<file path="config.mk">
export PLATFORM = sky130hd
export DESIGN_NAME = region_pixel_color_effect
export DESIGN_NICKNAME = d
export VERILOG_FILES = /design/src/rtl/rpce_pkg.sv /design/src/rtl/rpce_div.sv /design/src/rtl/rpce_lane.sv /design/src/rtl/region_pixel_color_effect.sv
export SDC_FILE = /design/constraint.sdc
export NUM_CORES = 2
export LEC_CHECK = 0
export BUFFER_PORTS_ARGS = -buffer_cell sky130_fd_sc_hd__buf_2
export CELL_PAD_IN_SITES_DETAIL_PLACEMENT = 0
export CELL_PAD_IN_SITES_GLOBAL_PLACEMENT = 1
export CORE_MARGIN = 10
export CORE_UTILIZATION = 56
export CTS_BUF_LIST = sky130_fd_sc_hd__clkbuf_4 sky130_fd_sc_hd__clkbuf_8 sky130_fd_sc_hd__clkbuf_16
export DETAILED_ROUTE_END_ITERATION = 6
export PLACE_DENSITY = 0.95
export RECOVER_POWER = 25
export SYNTH_ARGS = -nofsm -noshare
export SYNTH_HDL_FRONTEND = slang
export SYNTH_SLANG_ARGS = --single-unit
</file>
<file path="constraint.sdc">
create_clock -name clk_i -period 11.08 [get_ports clk_i]
set_input_delay 0 -clock clk_i [delete_from_list [all_inputs] [get_ports clk_i]]
set_output_delay 0 -clock clk_i [all_outputs]
set_load 0.01 [all_outputs]
</file>
<file path="src/rtl/rpce_pkg.sv">
// Shared types, constants and effect codes for the region pixel color effect block.
`timescale 1ns / 1ps

package rpce_pkg;

  localparam int PIX_W          = 8;
  localparam int COORD_W        = 12;
  localparam int SPAN_W         = 13;
  localparam int AMT_W          = 9;
  localparam int SUM_W          = 10;
  localparam int FACTOR_W       = 24;
  localparam int REG_IDX_W      = 3;
  localparam int CFG_DATA_W     = 13;
  localparam int MAX_IMAGE_SIDE = 4096;

  localparam logic [FACTOR_W-1:0] FACTOR_RESET = FACTOR_W'(65536);

  localparam logic [REG_IDX_W-1:0] REG_MODE   = 3'd0;
  localparam logic [REG_IDX_W-1:0] REG_AMOUNT = 3'd1;
  localparam logic [REG_IDX_W-1:0] REG_LEFT   = 3'd2;
  localparam logic [REG_IDX_W-1:0] REG_TOP    = 3'd3;
  localparam logic [REG_IDX_W-1:0] REG_SPAN_X = 3'd4;
  localparam logic [REG_IDX_W-1:0] REG_SPAN_Y = 3'd5;

  typedef enum logic [2:0] {
    MODE_INV_GREY = 3'd0,
    MODE_INVERT   = 3'd1,
    MODE_GREY     = 3'd2,
    MODE_BRIGHT   = 3'd3,
    MODE_CONTRAST = 3'd4,
    MODE_RED      = 3'd5,
    MODE_GREEN    = 3'd6,
    MODE_BLUE     = 3'd7
  } mode_e;

  typedef struct packed {
    logic  in_rect;
    mode_e mode;
  } ctl_t;

endpackage

</file>
<file path="src/rtl/rpce_div.sv">
// Bit-serial divider that derives the Q8.16 contrast factor from the amount.
`timescale 1ns / 1ps

module rpce_div (
  input  logic                                 clk_i,
  input  logic                                 rst_ni,
  input  logic                                 start_i,
  input  logic signed [rpce_pkg::AMT_W-1:0]    amount_i,
  output logic                                 busy_o,
  output logic        [rpce_pkg::FACTOR_W-1:0] factor_o
);

  localparam logic ST_IDLE = 1'b0;
  localparam logic ST_RUN  = 1'b1;
  localparam int   STEPS   = rpce_pkg::FACTOR_W;
  localparam int   CNT_W   = $clog2(STEPS);

  logic                              state_q, state_d;
  logic [CNT_W-1:0]                  cnt_q, cnt_d;
  logic [16:0]                       rem_q, rem_d;
  logic [16:0]                       den_q, den_d;
  logic [rpce_pkg::FACTOR_W-1:0]     sh_q, sh_d;
  logic [rpce_pkg::FACTOR_W-1:0]     quo_q, quo_d;
  logic [rpce_pkg::FACTOR_W-1:0]     factor_q, factor_d;

  logic [9:0]  a_plus;
  logic [9:0]  a_minus;
  logic [17:0] num;
  logic [16:0] den;
  logic [17:0] trial;
  logic        ge;

  assign a_plus  = 10'($signed({amount_i[rpce_pkg::AMT_W-1], amount_i}) + 10'sd255);
  assign a_minus = 10'(10'sd259 - $signed({amount_i[rpce_pkg::AMT_W-1], amount_i}));
  assign num     = 18'(a_plus) * 18'd259;
  assign den     = 17'(a_minus) * 17'd255;

  assign trial = {rem_q, sh_q[rpce_pkg::FACTOR_W-1]};
  assign ge    = trial >= {1'b0, den_q};

  always_comb begin
    state_d  = state_q;
    cnt_d    = cnt_q;
    rem_d    = rem_q;
    den_d    = den_q;
    sh_d     = sh_q;
    quo_d    = quo_q;
    factor_d = factor_q;
    case (state_q)
      ST_IDLE: ;
      ST_RUN: begin
        rem_d = ge ? 17'(trial - {1'b0, den_q}) : trial[16:0];
        sh_d  = {sh_q[rpce_pkg::FACTOR_W-2:0], 1'b0};
        quo_d = {quo_q[rpce_pkg::FACTOR_W-2:0], ge};
        cnt_d = cnt_q + 1'b1;
        if (cnt_q == CNT_W'(STEPS - 1)) begin
          state_d  = ST_IDLE;
          factor_d = quo_d;
        end
      end
      default: state_d = ST_IDLE;
    endcase
    // restart on every new amount, even while a division runs
    if (start_i) begin
      state_d = ST_RUN;
      cnt_d   = '0;
      rem_d   = 17'(num[17:8]);
      den_d   = den;
      sh_d    = {num[7:0], 16'b0};
    end
  end

  always_ff @(posedge clk_i or negedge rst_ni) begin
    if (!rst_ni) begin
      state_q  <= ST_IDLE;
      cnt_q    <= '0;
      factor_q <= rpce_pkg::FACTOR_RESET;
    end else begin
      state_q  <= state_d;
      cnt_q    <= cnt_d;
      factor_q <= factor_d;
    end
  end

  always_ff @(posedge clk_i) begin
    rem_q <= rem_d;
    den_q <= den_d;
    sh_q  <= sh_d;
    quo_q <= quo_d;
  end

  assign busy_o   = (state_q == ST_RUN);
  assign factor_o = factor_q;

endmodule

</file>
<file path="src/rtl/rpce_lane.sv">
// One color channel lane: point operations on a single channel over two stages.
`timescale 1ns / 1ps

module rpce_lane (
  input  logic                                 clk_i,
  input  logic                                 ld1_i,
  input  logic                                 ld2_i,
  input  logic        [rpce_pkg::PIX_W-1:0]    chan_i,
  input  rpce_pkg::mode_e                      mode_i,
  input  logic signed [rpce_pkg::AMT_W-1:0]    amount_i,
  input  logic        [rpce_pkg::FACTOR_W-1:0] factor_i,
  input  rpce_pkg::ctl_t                       ctl_i,
  input  logic                                 hit_i,
  input  logic        [rpce_pkg::PIX_W-1:0]    grey_i,
  output logic        [rpce_pkg::PIX_W-1:0]    chan_o
);

  localparam int PROD_W = rpce_pkg::FACTOR_W + rpce_pkg::PIX_W;

  logic        [rpce_pkg::PIX_W-1:0] chan_q;
  logic signed [9:0]                 add_q, add_d;
  logic        [PROD_W-1:0]          prod_q, prod_d;
  logic                              neg_q;
  logic        [rpce_pkg::PIX_W-1:0] res_q, res_d;

  logic        [rpce_pkg::PIX_W-1:0] dev;
  logic signed [9:0]                 c_ext;
  logic signed [9:0]                 a_ext;
  logic        [15:0]                mag;
  logic        [rpce_pkg::PIX_W-1:0] ctr;
  logic        [rpce_pkg::PIX_W-1:0] clip;

  assign c_ext = $signed({2'b00, chan_i});
  assign a_ext = 10'($signed(amount_i));
  assign add_d = (mode_i == rpce_pkg::MODE_BRIGHT) ? 10'(c_ext + a_ext) : 10'(c_ext - a_ext);
  assign dev   = chan_i[7] ? {1'b0, chan_i[6:0]} : 8'(8'd128 - chan_i);
  assign prod_d = PROD_W'(factor_i) * PROD_W'(dev);

  always_ff @(posedge clk_i) begin
    if (ld1_i) begin
      chan_q <= chan_i;
      add_q  <= add_d;
      prod_q <= prod_d;
      neg_q  <= ~chan_i[7];
    end
  end

  assign mag = prod_q[PROD_W-1:16];

  always_comb begin
    if (neg_q) begin
      ctr = (mag > 16'd128) ? 8'd0 : 8'(16'd128 - mag);
    end else begin
      ctr = (mag > 16'd127) ? 8'd255 : 8'(16'd128 + mag);
    end
    if (add_q < 0) begin
      clip = 8'd0;
    end else if (add_q > 10'sd255) begin
      clip = 8'd255;
    end else begin
      clip = add_q[7:0];
    end
  end

  always_comb begin
    res_d = chan_q;
    if (ctl_i.in_rect) begin
      case (ctl_i.mode)
        rpce_pkg::MODE_INV_GREY: res_d = grey_i;
        rpce_pkg::MODE_GREY:     res_d = grey_i;
        rpce_pkg::MODE_INVERT:   res_d = ~chan_q;
        rpce_pkg::MODE_BRIGHT:   res_d = clip;
        rpce_pkg::MODE_CONTRAST: res_d = ctr;
        default:                 res_d = hit_i ? clip : chan_q;
      endcase
    end
  end

  always_ff @(posedge clk_i) begin
    if (ld2_i) begin
      res_q <= res_d;
    end
  end

  assign chan_o = res_q;

endmodule

</file>
<file path="src/rtl/region_pixel_color_effect.sv">
// Top level: configuration registers, region test, grey merge and pipeline control.
`timescale 1ns / 1ps

// Applies a point color effect to each RGB pixel whose position falls inside a configured
// rectangle and passes other pixels through. Three channel lanes work side by side and a
// grey merge combines the channels for the grey modes. One item is accepted every cycle
// unless the output backs up or the divider is busy; after each write to the amount
// register the input stalls while a bit-serial divider recomputes the contrast factor.
module region_pixel_color_effect (
  input  logic                               clk_i,
  input  logic                               rst_ni,
  input  logic                               cfg_we_i,
  input  logic [rpce_pkg::REG_IDX_W-1:0]     cfg_idx_i,
  input  logic [rpce_pkg::CFG_DATA_W-1:0]    cfg_data_i,
  input  logic                               in_valid_i,
  output logic                               in_stall_o,
  input  logic [rpce_pkg::COORD_W-1:0]       pixel_x_i,
  input  logic [rpce_pkg::COORD_W-1:0]       pixel_y_i,
  input  logic [rpce_pkg::PIX_W-1:0]         red_in_i,
  input  logic [rpce_pkg::PIX_W-1:0]         green_in_i,
  input  logic [rpce_pkg::PIX_W-1:0]         blue_in_i,
  output logic                               out_valid_o,
  input  logic                               out_stall_i,
  output logic [rpce_pkg::PIX_W-1:0]         red_out_o,
  output logic [rpce_pkg::PIX_W-1:0]         green_out_o,
  output logic [rpce_pkg::PIX_W-1:0]         blue_out_o
);

  localparam int BOUND_W = rpce_pkg::COORD_W + 2;

  rpce_pkg::mode_e                          mode_q;
  logic signed [rpce_pkg::AMT_W-1:0]        amount_q;
  logic        [rpce_pkg::COORD_W-1:0]      left_q;
  logic        [rpce_pkg::COORD_W-1:0]      top_q;
  logic        [rpce_pkg::SPAN_W-1:0]       span_x_q;
  logic        [rpce_pkg::SPAN_W-1:0]       span_y_q;
  logic                                     start_q;

  logic                                     v1_q;
  logic                                     vo_q;
  rpce_pkg::ctl_t                           ctl_q, ctl_d;
  logic        [2:0]                        hit_q, hit_d;
  logic        [rpce_pkg::SUM_W-1:0]        tot_q, tot_d;

  logic signed [rpce_pkg::AMT_W-1:0]        amount_sat;
  logic        [rpce_pkg::FACTOR_W-1:0]     factor;
  logic                                     div_busy;
  logic        [rpce_pkg::SPAN_W-1:0]       span_x_sat;
  logic        [rpce_pkg::SPAN_W-1:0]       span_y_sat;
  logic        [BOUND_W-1:0]                right;
  logic        [BOUND_W-1:0]                bottom;
  logic        [rpce_pkg::SUM_W-1:0]        sum;
  logic        [19:0]                       grey_prod;
  logic        [rpce_pkg::PIX_W-1:0]        grey;
  logic                                     adv_o;
  logic                                     adv_1;
  logic                                     accept;
  logic                                     ld2;

  always_ff @(posedge clk_i or negedge rst_ni) begin
    if (!rst_ni) begin
      mode_q   <= rpce_pkg::MODE_INVERT;
      amount_q <= '0;
      left_q   <= '0;
      top_q    <= '0;
      span_x_q <= '0;
      span_y_q <= '0;
      start_q  <= 1'b0;
    end else begin
      start_q <= cfg_we_i && (cfg_idx_i == rpce_pkg::REG_AMOUNT);
      if (cfg_we_i) begin
        case (cfg_idx_i)
          rpce_pkg::REG_MODE:   mode_q   <= rpce_pkg::mode_e'(cfg_data_i[2:0]);
          rpce_pkg::REG_AMOUNT: amount_q <= $signed(cfg_data_i[rpce_pkg::AMT_W-1:0]);
          rpce_pkg::REG_LEFT:   left_q   <= cfg_data_i[rpce_pkg::COORD_W-1:0];
          rpce_pkg::REG_TOP:    top_q    <= cfg_data_i[rpce_pkg::COORD_W-1:0];
          rpce_pkg::REG_SPAN_X: span_x_q <= cfg_data_i[rpce_pkg::SPAN_W-1:0];
          rpce_pkg::REG_SPAN_Y: span_y_q <= cfg_data_i[rpce_pkg::SPAN_W-1:0];
          default: ;
        endcase
      end
    end
  end

  assign amount_sat = (amount_q == -9'sd256) ? -9'sd255 : amount_q;

  rpce_div u_div (
    .clk_i    (clk_i),
    .rst_ni   (rst_ni),
    .start_i  (start_q),
    .amount_i (amount_sat),
    .busy_o   (div_busy),
    .factor_o (factor)
  );

  assign span_x_sat = (span_x_q > rpce_pkg::SPAN_W'(rpce_pkg::MAX_IMAGE_SIDE))
                      ? rpce_pkg::SPAN_W'(rpce_pkg::MAX_IMAGE_SIDE) : span_x_q;
  assign span_y_sat = (span_y_q > rpce_pkg::SPAN_W'(rpce_pkg::MAX_IMAGE_SIDE))
                      ? rpce_pkg::SPAN_W'(rpce_pkg::MAX_IMAGE_SIDE) : span_y_q;
  assign right  = BOUND_W'(left_q) + BOUND_W'(span_x_sat);
  assign bottom = BOUND_W'(top_q) + BOUND_W'(span_y_sat);

  assign adv_o      = !vo_q || !out_stall_i;
  assign adv_1      = !v1_q || adv_o;
  assign in_stall_o = !adv_1 || div_busy || start_q;
  assign accept     = in_valid_i && !in_stall_o;
  assign ld2        = adv_o && v1_q;

  assign sum = rpce_pkg::SUM_W'(red_in_i) + rpce_pkg::SUM_W'(green_in_i)
             + rpce_pkg::SUM_W'(blue_in_i);

  always_comb begin
    ctl_d.in_rect = (pixel_x_i >= left_q) && (BOUND_W'(pixel_x_i) < right)
                 && (pixel_y_i >= top_q) && (BOUND_W'(pixel_y_i) < bottom);
    ctl_d.mode   = mode_q;
    hit_d[0]     = (mode_q == rpce_pkg::MODE_GREEN) || (mode_q == rpce_pkg::MODE_BLUE);
    hit_d[1]     = (mode_q == rpce_pkg::MODE_RED) || (mode_q == rpce_pkg::MODE_BLUE);
    hit_d[2]     = (mode_q == rpce_pkg::MODE_RED) || (mode_q == rpce_pkg::MODE_GREEN);
    tot_d        = (mode_q == rpce_pkg::MODE_INV_GREY) ? rpce_pkg::SUM_W'(10'd765 - sum) : sum;
  end

  always_ff @(posedge clk_i or negedge rst_ni) begin
    if (!rst_ni) begin
      v1_q <= 1'b0;
      vo_q <= 1'b0;
    end else begin
      if (adv_1) begin
        v1_q <= accept;
      end
      if (adv_o) begin
        vo_q <= v1_q;
      end
    end
  end

  always_ff @(posedge clk_i) begin
    if (accept) begin
      ctl_q <= ctl_d;
      hit_q <= hit_d;
      tot_q <= tot_d;
    end
  end

  // divide by three: multiply by 683 / 2048, exact for sums up to 765
  assign grey_prod = 20'(tot_q) * 20'd683;
  assign grey      = grey_prod[18:11];

  rpce_lane u_lane_red (
    .clk_i    (clk_i),
    .ld1_i    (accept),
    .ld2_i    (ld2),
    .chan_i   (red_in_i),
    .mode_i   (mode_q),
    .amount_i (amount_sat),
    .factor_i (factor),
    .ctl_i    (ctl_q),
    .hit_i    (hit_q[0]),
    .grey_i   (grey),
    .chan_o   (red_out_o)
  );

  rpce_lane u_lane_green (
    .clk_i    (clk_i),
    .ld1_i    (accept),
    .ld2_i    (ld2),
    .chan_i   (green_in_i),
    .mode_i   (mode_q),
    .amount_i (amount_sat),
    .factor_i (factor),
    .ctl_i    (ctl_q),
    .hit_i    (hit_q[1]),
    .grey_i   (grey),
    .chan_o   (green_out_o)
  );

  rpce_lane u_lane_blue (
    .clk_i    (clk_i),
    .ld1_i    (accept),
    .ld2_i    (ld2),
    .chan_i   (blue_in_i),
    .mode_i   (mode_q),
    .amount_i (amount_sat),
    .factor_i (factor),
    .ctl_i    (ctl_q),
    .hit_i    (hit_q[2]),
    .grey_i   (grey),
    .chan_o   (blue_out_o)
  );

  assign out_valid_o = vo_q;

endmodule

</file>
==> flow_metrics.py <==
metrics = {
    "sta": {
        "slew_viol_final": 167,
        "rsz0062_at_grt": "no",
        "fin_crit_ns": 7.39,
        "timing.fmax_mhz": 135,
        "hold_violations": 0,
        "slew_headroom_pct": -44.0,
        "skew_ns": 0.0297,
        "finalSetupTns_ns": 0,
        "setup_viol": 0,
        "holdWs_ns": 0.0639,
        "worstMarginPinSlew_ns": 2.16,
        "period_share_pct": 66.7,
    },
    "placement": {
        "place.gp.congestion": 0.891,
        "io_buffer_count": 94,
        "place_area_um2": 40100,
        "dp_hpwl_um": 66800,
    },
    "routing": {
        "wl_um": 89400,
        "drc": 0,
        "vias": 27900,
        "drt_iter0_markers": 1747,
        "via_per_inst": 5.59,
        "wl_per_cell_um": 17.9,
        "ant_nets": 0,
        "firstDrtPassIters": 5,
    },
    "worst_setup_path": {
        "cp_slowest_stage_delay_ns": 1.14,
        "path_buf_inv": 7,
        "start_kind": "primary input",
        "critical-path-top-cell-by-count": "fa_1",
        "critical_path_required_ns": 11.39,
        "cp.depth": 25,
        "cp-end-kind": "register",
        "rr_worst_depth": 18,
        "crit_path_max_fanout": 28,
        "critPathTopFamily": "adder cells",
        "crit_slowest_cell": "clkbuf_1",
        "arrival_ns": 7.69,
        "crit_type": "primary input to register",
    },
    "clock_tree": {
        "h-tree-depth": 2,
        "cts_buffers": 37,
        "cts.path.max_buffers": 3,
        "cts.clk_slew.worst_paths_ns": 0.06,
        "cts_tree": "yes",
        "root_buffer": "clkbuf_16",
        "cts_setup_buffers": 0,
        "cts_sinks": 306,
        "clkLatencyLatePin_ns": 0.57,
    },
    "power_and_ir_drop": {
        "p_comb_share_pct": 70.9,
        "power_switching_mw": 5.67,
        "intPower_mw": 6.50,
        "max-vdd-ir-drop_mv": 1.29,
        "p_sw_share_pct": 46.6,
        "power_frac_clock_pct": 10.5,
        "pwr-share-seq_pct": 18.6,
        "p_per_area_nw_per_um2": 292,
        "power.static_leakage_nw": 20.0,
    },
    "grt": {
        "grt_pass1_vias": 29100,
        "grt_overflow": 0,
        "grt_pass1_wl_um": 149000,
        "gr-usage-all-layers_pct": 23.0,
        "antenna_found_initial": 3,
        "grt_max_degree": 77,
    },
    "synthesis": {
        "synth_top_area_share_pct": 24.4,
        "ys_warn_count": 0,
        "ys_ff_latch": 306,
        "synthTopCellsByArea": "fa_1, edfxtp_1, ha_1, inv_1, dfrtp_1",
        "synth_edf_count": 204,
        "synthDistinctLibCells": 72,
        "synth_area_leader_cell": "fa_1",
        "async_flop_share_pct": 31.0,
        "synthFlopType": "edfxtp_1",
        "syn-cell-area_um2": 38700,
        "synthMostInstantiatedCell": "inv_1",
        "avgSynthCellArea_um2": 9.61,
        "ys_top_cells_by_count": "inv_1, fa_1, ha_1, nand2_1",
        "synthCells": 4022,
        "seq_area_frac_synth_pct": 22.4,
        "syn-num-nets": 4966,
    },
    "floorplan": {
        "core_area_um2": 68500,
        "start_util_pct": 56.5,
        "design.die.area_um2": 80000,
        "die_width_um": 283,
        "rows": 96,
        "fp.dieH_um": 283,
        "ios": 95,
    },
    "finish": {
        "num-fill-cells": 5687,
        "syn2layout_area_growth_pct": 7.88,
        "layout-drive-gt1-share_pct": 6.47,
        "final_nets": 5025,
        "multiInputGateArea_um2": 27000,
        "seq_area_um2": 8650,
        "fin_area_um2": 41700,
    },
    "outcome": {
        "status": "finished, violations left",
        "violations": "max-capacitance violations, max-slew violations",
    },
    "run": {
        "max_cap_violations": 5,
    },
    "hold_path": {
        "worstHoldPathType": "primary input to register",
        "hold_depth": 4,
    },
}
[power groups by stage]
| stage | Sequential [mW] | Clock [mW] | Combinational [mW] |
|---|---|---|---|
| floorplan | 2.09 | 0 | 6.91 |
| global placement | 2.26 | 0 | 8.37 |
| detailed placement | 2.27 | 0 | 8.64 |
| CTS | 2.25 | 1.30 | 8.73 |
| global route | 2.30 | 1.35 | 9.98 |
| finish | 2.26 | 1.28 | 8.63 |
[worst register-to-register path, cell delays in order (launching register included)]
cell     delay, ns
dfrtp_1       0.60
nor4_2        0.12
nand4_1       0.23
nor2b_1       0.60
inv_1         0.45
fa_1          0.67
fa_1          0.54
inv_1         0.05
fa_1          0.48
inv_1         0.05
fa_1          0.47
inv_1         0.05
ha_1          0.32
a21o_1        0.17
a21o_1        0.19
a21o_1        0.19
a41o_1        0.26
o41ai_1       0.36
xnor2_1       0.10
[registers in the layout, indices dropped and copies added (netlist names), 13 cells and up]
register	flops
u_lane_red.prod_q	16
u_div.rem_q	17
u_div.factor_o	24
u_lane_green.prod_q	16
span_x_q	13
span_y_q	13
u_div.den_q	17
u_div.quo_q	23
u_lane_blue.prod_q	16
[layer usage]
metal,GRT usage (%),vias up,share of wire [%]
met5,0,-,0
met4,6.93,0,2.6
met3,3.31,138,5.8
met2,38.6,740,48
met1,30.7,13900,44
li1,-,13200,-
[cell type report]
class                      instances  area share [%]
tap                              882            2.65
antenna                            4          0.0240
multi-input combinational       2894            64.8
clock inverter                    19           0.522
clock buffer                      48            2.59
sequential                       306            20.7
timing repair buffer             182            2.76
inverter                         660            5.94
[cells by family after synthesis]
family | after synthesis | synth area share, %
compound gates | 561 | 9.15
mux | 116 | 3.28
xor+xnor | 183 | 4.15
fa+ha+maj | 875 | 37.5
buf+inv | 822 | 8.04
simple gates | 1159 | 15.6
flops | 306 | 22.4
[through the flow]
step	worst slack [ns]	power, mW	std cells	util [%]
floorplan	4.19	9.00	4022	-
global placement	4.70	10.6	4881	58.5
detailed placement	4.63	10.9	4881	58.5
CTS	4.65	12.3	4991	61.1
global route	3.12	13.6	4992	60.9
finish	3.69	12.2	4995	60.9
[placed cells by master (no fill, tap or decap), types with 65 or more instances in the layout]
cell / count
xor2_1: 75
edfxtp_1: 204
nor2_1: 194
ha_1: 404
mux2_2: 83
nand2b_1: 65
inv_1: 659
xnor2_1: 100
o21ai_0: 122
nand2_1: 278
fa_1: 471
and2_1: 217
a21oi_1: 189
dfrtp_1: 93
nor2b_1: 219
[worst paths after layout]
kind,from,to,slack (ns)
worst min register to register,u_div.quo_q[16]$_DFFE_PP_,u_div.quo_q[17]$_DFFE_PP_,0.44
worst max register to register,amount_q[5]$_DFFE_PN0P_,u_div.den_q[15]$_DFFE_PP_,4.93
min in group asynchronous,rst_ni,mode_q[0]$_DFFE_PN1P_,0.65
worst min-delay path,cfg_idx_i[2],mode_q[2]$_DFFE_PN0P_,0.06
max in group asynchronous,rst_ni,top_q[5]$_DFFE_PN0P_,8.37
worst max-delay path,blue_in_i[0],u_lane_blue.prod_q[31]$_DFFE_PP_,3.69
[what timing repair did]
| item | 4_1_cts | 5_1_grt |
|---|---|---|
| gates resized for setup | 0 | 0 |
| hold buffers | 43 | 0 |
| hold endpoints to repair | 131 | 0 |
Power figures use the tool's default switching activity.
